===== config.mk =====
export PLATFORM = sky130hd
export DESIGN_NAME = sunrise_sunset_detector
export DESIGN_NICKNAME = d
export VERILOG_FILES = /design/src/rtl/core/ssd_pkg.sv /design/src/rtl/core/sunrise_sunset_detector.sv
export SDC_FILE = /design/constraint.sdc
export NUM_CORES = 1
export LEC_CHECK = 0
export BUFFER_PORTS_ARGS = -buffer_cell sky130_fd_sc_hd__buf_4
export CORE_ASPECT_RATIO = 0.6
export CORE_MARGIN = 5
export CORE_UTILIZATION = 30
export CTS_CLUSTER_DIAMETER = 120
export DETAILED_ROUTE_END_ITERATION = 10
export SYNTH_ARGS = -nofsm -noshare
export SYNTH_HDL_FRONTEND = slang
export SYNTH_SLANG_ARGS = --single-unit

===== constraint.sdc =====
create_clock -name clk -period 10.6 [get_ports clk]
set_input_delay 1.59 -clock clk [delete_from_list [all_inputs] [get_ports clk]]
set_output_delay 1.59 -clock clk [all_outputs]
set_load 0.005 [all_outputs]

===== src/rtl/core/ssd_pkg.sv =====
package ssd_pkg;

  // block dimensions
  localparam int SENSOR_COUNT  = 4;
  localparam int HISTORY_DEPTH = 6;
  localparam int SENSOR_W      = 10;
  localparam int TIME_W        = 32;
  localparam int SLOT_W        = 3;
  localparam int CFG_IDX_W     = 2;
  localparam int CFG_DATA_W    = 32;

  // history addressing: both logs share one memory, sunrise log in the low half
  localparam int PTR_W      = (HISTORY_DEPTH > 1) ? $clog2(HISTORY_DEPTH) : 1;
  localparam int CNT_W      = $clog2(HISTORY_DEPTH + 1);
  localparam int HIST_WORDS = 2 * HISTORY_DEPTH;
  localparam int HIST_AW    = $clog2(HIST_WORDS);
  localparam int IDX_W      = ((SLOT_W > HIST_AW) ? SLOT_W : HIST_AW) + 1;

  // reset values of the registers
  localparam logic [SENSOR_W-1:0] THRESHOLD_RESET = SENSOR_W'(100);
  localparam logic [TIME_W-1:0]   MIN_NIGHT_RESET = TIME_W'(10000);

  // register indexes
  localparam logic [CFG_IDX_W-1:0] CFG_THRESHOLD = CFG_IDX_W'(0);
  localparam logic [CFG_IDX_W-1:0] CFG_MIN_NIGHT = CFG_IDX_W'(1);

  // request and log codes
  localparam logic REQ_SAMPLE = 1'b0;
  localparam logic REQ_READ   = 1'b1;
  localparam logic KIND_RISE  = 1'b0;
  localparam logic KIND_SET   = 1'b1;

  typedef struct packed {
    logic                req_type;
    logic [SENSOR_W-1:0] sensor_0;
    logic [SENSOR_W-1:0] sensor_1;
    logic [SENSOR_W-1:0] sensor_2;
    logic [SENSOR_W-1:0] sensor_3;
    logic [TIME_W-1:0]   now_ms;
    logic                history_kind;
    logic [SLOT_W-1:0]   history_slot;
  } ssd_in_t;

  typedef struct packed {
    logic              bright;
    logic              daytime;
    logic              sunrise_logged;
    logic              sunset_logged;
    logic [TIME_W-1:0] event_time;
    logic [TIME_W-1:0] read_time;
    logic              read_empty;
  } ssd_out_t;

endpackage


===== src/rtl/core/sunrise_sunset_detector.sv =====
// Sunrise/sunset detector. Each accepted beat is either a sample (four photocell
// readings and a millisecond time) or a read of one history entry, and yields one
// result beat. The block takes one beat per clock unless the output stalls; a beat's
// result is first registered alongside the registered read of the history memory,
// then in the output register. Both six-entry histories live in one memory of
// twelve words used as two ring buffers, each with a write pointer and a fill count;
// samples write the memory and reads read it in the cycle of acceptance. Registers
// are written over the cfg channel, which is always ready: index 0 is the light
// threshold, index 1 the minimum night length; other indexes are ignored.
module sunrise_sunset_detector
  import ssd_pkg::*;
(
  input  logic                  clk,
  input  logic                  rst,
  input  logic                  in_valid,
  output logic                  in_ready,
  input  ssd_in_t               in_data,
  output logic                  out_valid,
  input  logic                  out_ready,
  output ssd_out_t              out_data,
  input  logic                  cfg_valid,
  output logic                  cfg_ready,
  input  logic [CFG_IDX_W-1:0]  cfg_index,
  input  logic [CFG_DATA_W-1:0] cfg_data
);

  // registers and detector state
  logic [SENSOR_W-1:0] light_threshold;
  logic [TIME_W-1:0]   min_night_ms;
  logic                day_flag;
  logic                cand_valid;
  logic [TIME_W-1:0]   cand_time;
  logic [PTR_W-1:0]    rise_ptr;
  logic [PTR_W-1:0]    set_ptr;
  logic [CNT_W-1:0]    rise_fill;
  logic [CNT_W-1:0]    set_fill;

  // history memory
  logic [TIME_W-1:0]   hist_mem [HIST_WORDS];
  logic [TIME_W-1:0]   mem_q;

  // pipeline
  logic                s1_valid;
  ssd_out_t            s1;
  logic                s1_hit;

  // combinational
  logic [SENSOR_W-1:0] sensor_vec [4];
  logic                accept;
  logic                out_free;
  logic                is_sample;
  logic                bright;
  logic [TIME_W-1:0]   elapsed;
  logic                rise_push;
  logic                set_push;
  logic                cand_open;
  logic                cand_drop;
  logic                day_next;
  logic [PTR_W-1:0]    push_ptr;
  logic [HIST_AW-1:0]  wr_addr;
  logic [TIME_W-1:0]   wr_data;
  logic [PTR_W-1:0]    rd_ptr;
  logic [CNT_W-1:0]    rd_fill;
  logic [IDX_W-1:0]    slot_x;
  logic [IDX_W-1:0]    rd_pos;
  logic [HIST_AW-1:0]  rd_addr;
  logic                rd_hit;
  ssd_out_t            s1_next;
  ssd_out_t            out_next;

  // handshakes
  assign out_free  = !out_valid || out_ready;
  assign in_ready  = !s1_valid || out_free;
  assign accept    = in_valid && in_ready;
  assign cfg_ready = 1'b1;

  // light decision over the counted sensors
  assign sensor_vec[0] = in_data.sensor_0;
  assign sensor_vec[1] = in_data.sensor_1;
  assign sensor_vec[2] = in_data.sensor_2;
  assign sensor_vec[3] = in_data.sensor_3;

  always_comb begin
    bright = 1'b0;
    for (int i = 0; i < SENSOR_COUNT; i++) begin
      if (sensor_vec[i] > light_threshold) begin
        bright = 1'b1;
      end
    end
  end

  // day/night transitions
  assign is_sample = (in_data.req_type == REQ_SAMPLE);
  assign elapsed   = in_data.now_ms - cand_time;
  assign rise_push = is_sample && bright && !day_flag;
  assign cand_open = is_sample && !bright && day_flag && !cand_valid;
  assign set_push  = is_sample && !bright && day_flag && cand_valid &&
                     (elapsed >= min_night_ms);
  assign cand_drop = is_sample && bright && day_flag;
  assign day_next  = rise_push ? 1'b1 : (set_push ? 1'b0 : day_flag);

  // history write port
  assign push_ptr = rise_push ? rise_ptr : set_ptr;
  assign wr_addr  = set_push ? HIST_AW'(push_ptr) + HIST_AW'(HISTORY_DEPTH)
                             : HIST_AW'(push_ptr);
  assign wr_data  = rise_push ? in_data.now_ms : cand_time;

  // history read address: slot 0 is the oldest entry, at the write pointer
  always_comb begin
    rd_ptr  = (in_data.history_kind == KIND_SET) ? set_ptr : rise_ptr;
    rd_fill = (in_data.history_kind == KIND_SET) ? set_fill : rise_fill;
    slot_x  = IDX_W'(in_data.history_slot);
    rd_pos  = IDX_W'(rd_ptr) + slot_x;
    if (rd_pos >= IDX_W'(HISTORY_DEPTH)) begin
      rd_pos = rd_pos - IDX_W'(HISTORY_DEPTH);
    end
    rd_addr = (in_data.history_kind == KIND_SET)
              ? HIST_AW'(rd_pos) + HIST_AW'(HISTORY_DEPTH)
              : HIST_AW'(rd_pos);
    rd_hit  = (slot_x < IDX_W'(HISTORY_DEPTH)) &&
              (slot_x + IDX_W'(rd_fill) >= IDX_W'(HISTORY_DEPTH));
  end

  // result fields known at acceptance
  always_comb begin
    s1_next                = '0;
    s1_next.bright         = is_sample && bright;
    s1_next.daytime        = day_next;
    s1_next.sunrise_logged = rise_push;
    s1_next.sunset_logged  = set_push;
    s1_next.event_time     = rise_push ? in_data.now_ms : (set_push ? cand_time : '0);
    s1_next.read_empty     = !is_sample && !rd_hit;
  end

  // configuration registers
  always_ff @(posedge clk) begin
    if (rst) begin
      light_threshold <= THRESHOLD_RESET;
      min_night_ms    <= MIN_NIGHT_RESET;
    end else if (cfg_valid) begin
      unique case (cfg_index)
        CFG_THRESHOLD: light_threshold <= cfg_data[SENSOR_W-1:0];
        CFG_MIN_NIGHT: min_night_ms    <= cfg_data[TIME_W-1:0];
        default: ;
      endcase
    end
  end

  // day flag, sunset candidate, ring pointers
  always_ff @(posedge clk) begin
    if (rst) begin
      day_flag   <= 1'b0;
      cand_valid <= 1'b0;
      cand_time  <= '0;
      rise_ptr   <= '0;
      set_ptr    <= '0;
      rise_fill  <= '0;
      set_fill   <= '0;
    end else if (accept) begin
      day_flag <= day_next;
      if (cand_open) begin
        cand_valid <= 1'b1;
        cand_time  <= in_data.now_ms;
      end else if (set_push || cand_drop) begin
        cand_valid <= 1'b0;
        cand_time  <= '0;
      end
      if (rise_push) begin
        rise_ptr <= (rise_ptr == PTR_W'(HISTORY_DEPTH - 1)) ? '0 : rise_ptr + 1'b1;
        if (rise_fill != CNT_W'(HISTORY_DEPTH)) begin
          rise_fill <= rise_fill + 1'b1;
        end
      end
      if (set_push) begin
        set_ptr <= (set_ptr == PTR_W'(HISTORY_DEPTH - 1)) ? '0 : set_ptr + 1'b1;
        if (set_fill != CNT_W'(HISTORY_DEPTH)) begin
          set_fill <= set_fill + 1'b1;
        end
      end
    end
  end

  // history memory, one write or one registered read per beat
  always_ff @(posedge clk) begin
    if (accept && (rise_push || set_push)) begin
      hist_mem[wr_addr] <= wr_data;
    end
    if (accept && (in_data.req_type == REQ_READ) && rd_hit) begin
      mem_q <= hist_mem[rd_addr];
    end
  end

  // stage waiting on read data
  always_ff @(posedge clk) begin
    if (rst) begin
      s1_valid <= 1'b0;
    end else if (in_ready) begin
      s1_valid <= accept;
    end
  end

  always_ff @(posedge clk) begin
    if (accept) begin
      s1     <= s1_next;
      s1_hit <= !is_sample && rd_hit;
    end
  end

  // merge read data into the result
  always_comb begin
    out_next           = s1;
    out_next.read_time = s1_hit ? mem_q : '0;
  end

  // output register
  always_ff @(posedge clk) begin
    if (rst) begin
      out_valid <= 1'b0;
    end else if (out_free) begin
      out_valid <= s1_valid;
    end
  end

  always_ff @(posedge clk) begin
    if (s1_valid && out_free) begin
      out_data <= out_next;
    end
  end

endmodule


==> impl_metrics.yaml <==
final_layout:
  drive_gt1_frac: 0.226
  layout.cells.non_filler: 3166
  nets: 2194
  area.growth.synth_to_final_pct: 18.4
synth:
  synthMuxAreaShare: 0.102
  synth.yosys.seq_area_share: 0.664
  synth.most_common_cell: "edfxtp_1"
  synth_area_leader_cell: "edfxtp_1"
  synth_top_area_frac: 0.596
  synth.distinct_cells: 66
  ys_async_sr_fraction: 0
  synth-compound-area-share: 0.0810
  ys_ff_latch: 613
  ys_warn_count: 0
  yosys.area_share.simple: 0.0608
  synth.avg_cell_area_sq_um: 15.1
  synthAdderAreaFrac: 0.0573
  synth_nets: 1981
  syn_inst: 1746
  synth-xor-area-share: 0.0106
  synth_edf_count: 523
  synth_ff_type: "edfxtp_1"
  synth_top_family_by_area: "multiplexers"
  synth_area_leaders: "edfxtp_1 60%, mux4_2 8.2%, dfxtp_1 6.8%"
  netlist_area_sq_mm: 0.0264
  synthTopCellsByCount: "523 x edfxtp_1, 156 x nand2_1, 118 x o21ai_0"
worst_hold_path:
  worstHoldPathType: "register to register"
critical_path:
  slowest_delay_ns: 0.84
  path_delay_family: "compound AO/OA/AOI/OAI gates"
  cp_data_required_time_ns: 10.82
  slowest_stage: "nor2_4"
  worstPathCellList: "buf_4 > inv_1 > ha_1 > inv_1 > fa_1 > a211oi_1 > o21bai_1 > o22a_1 > a22o_1 > a21oi_1 > o311ai_1 > a31o_2 > a21oi_1 > xnor2_1 > ha_1 > nand4_1 > or3_1 > o211ai_1 > nand3_1 > o32a_1 > nor2_4"
  path_max_fanout: 32
  start_kind: "input pin"
  crit_buf_inv: 3
  critical_path_arrival_ns: 7.40
  path_class: "input pin to register"
  worstSetupEndpointType: "register"
placement:
  preCtsSetupSlack_ns: 2.92
  finalWeightedCongestion: 0.854
  numPortBuffers: 186
  dp_hpwl_um: 44000
  place_inst: 3063
global_route:
  grt.met3_usage: 0.0243
  grt_pass1_vias: 15500
  busiest_layer: "met2"
  grt_use_total: 0.133
  grt_pass1_wl_um: 96100
  grt_max_degree: 71
  grt-ovfl-total: 0
  groute.layer.met1.usage: 0.193
  antenna_found_initial: 5
  grt.met2_usage: 0.208
timing:
  timing_hold_violations_final: 0
  period_minus_slack_ns: 7.18
  finalSetupViolCount: 0
  holdWs_ns: 0.420
  fin_crit_sh: 0.678
  fin_tns_setup_ns: 0
  slew_violations: 0
  rsz0062_at_grt: "false"
  finalClockSkew_ns: 0.0218
  worst_pin_slew_ns: 1.29
  max_freq_mhz: 139
  max-slew-margin-rel: 0.131
  timing.final.ws_setup_ns: 3.42
clock_tree:
  cts_resized: 0
  root_buffer: "clkbuf_16"
  h-tree-depth: 2
  cts_buffer_depth: 3
  postCtsSetupRepairBufs: 0
  cts_made_buffers: 55
  cts_sinks: 613
  insertion_delay_ns: 0.61
  hold_buffers: 0
  cts.clk_slew.worst_paths_ns: 0.07
  cts_tree: "done"
drt:
  route.detailed.drc: 0
  postRouteAntennaNets: 0
  routed_wl_um: 63000
  num_vias: 15300
  avgViaCountPerCell: 4.84
  wl_per_cell_um: 19.9
  drt_iter0_drc: 971
  first_pass_iters: 5
floorplan:
  die-area_sq_mm: 0.0941
  initial_core_util: 0.302
  fp.dieW_um: 393
  core_sq_mm: 0.0873
  fp.dieH_um: 240
  io_pins: 188
  rows: 84
power:
  peakVddDrop_mv: 0.119
  p_leak_uw: 0.0110
  power_density_mw_per_mm2: 171
job:
  maxCapViolations: 0
outcome:
  status: "complete, no violations"
[metrics by stage]
step                 util  area, sq um  total power [uW]
finish              0.357        31200              5340
global route        0.357        31200              5570
CTS                 0.357        31200              5410
detailed placement  0.336        29400              3370
global placement    0.336        29400              3360
floorplan               -        26400              3140
[power breakdown]
group	leakage, uW	internal [uW]	switching [uW]
clock network	0.000889	1130	904
registers	0.00559	2680	20.7
logic	0.00449	264	337
total	0.0110	4080	1260
[metal layers]
layer | vias up | routed length (um)
met3 | 72 | 3320
li1 | 7113 | -
met5 | - | 13
met1 | 7730 | 29900
met2 | 392 | 28700
met4 | 2 | 1050
[placed cells by master (no fill, tap or decap), drive strengths merged, types with 45 or more instances in the layout]
master	Yosys	final
clkbuf	42	65
ha	116	116
a21oi	85	85
inv	91	94
edfxtp	523	523
buf	28	226
nand2	156	156
nor2	45	45
dfxtp	90	90
mux4	96	96
o21ai	123	123
[flip-flops by register name, summed over array words and instances, names as in the netlist, 3 cells and up]
signal	cells
rise_ptr	3
cand_time	32
set_fill	3
out_data	69
hist_mem	384
mem_q	32
light_threshold	10
out_next	37
rise_fill	3
min_night_ms	32
set_ptr	3
[worst paths after layout]
kind	start	to	slack, ns	cells after the start
hold reg to reg	out_next[66]	out_data[66]	0.42	0
hold / removal	out_next[66]	out_data[66]	0.42	0
setup / recovery	in_data[4]	hist_mem[4][7]	3.42	21
setup reg to reg	cand_time[0]	hist_mem[4][7]	4.18	19
[cells by family after synthesis]
kind of cell / Yosys count
DFF: 613
AOI/OAI and AO/OA: 342
and+or+nand+nor: 332
buffers and inverters: 161
muxes: 146
adders and majority gates: 119
xor gates and xnor gates: 32
other: 1
[worst reg2reg max path, delay by kind of cell, from the launching register on]
| family | cells | cell delay [ns] |
|---|---|---|
| flip-flops | 1 | 0.38 |
| adder cells (fa/ha/maj) | 3 | 0.95 |
| buffers and inverters | 1 | 0.07 |
| XOR/XNOR | 1 | 0.10 |
| AND/OR/NAND/NOR | 4 | 1.45 |
| AO/OA/AOI/OAI | 10 | 3.07 |
[area by class of cell]
type	count	area, sq um
antenna	1	2.50
clock buffer	65	1440
clock inverter	37	389
fill	8199	56100
inverter	91	342
multi-input combinational	972	8370
sequential	613	17500
tap	1161	1450
timing repair buffer	226	1700
Note: power is estimated with default switching activity, not from simulation.
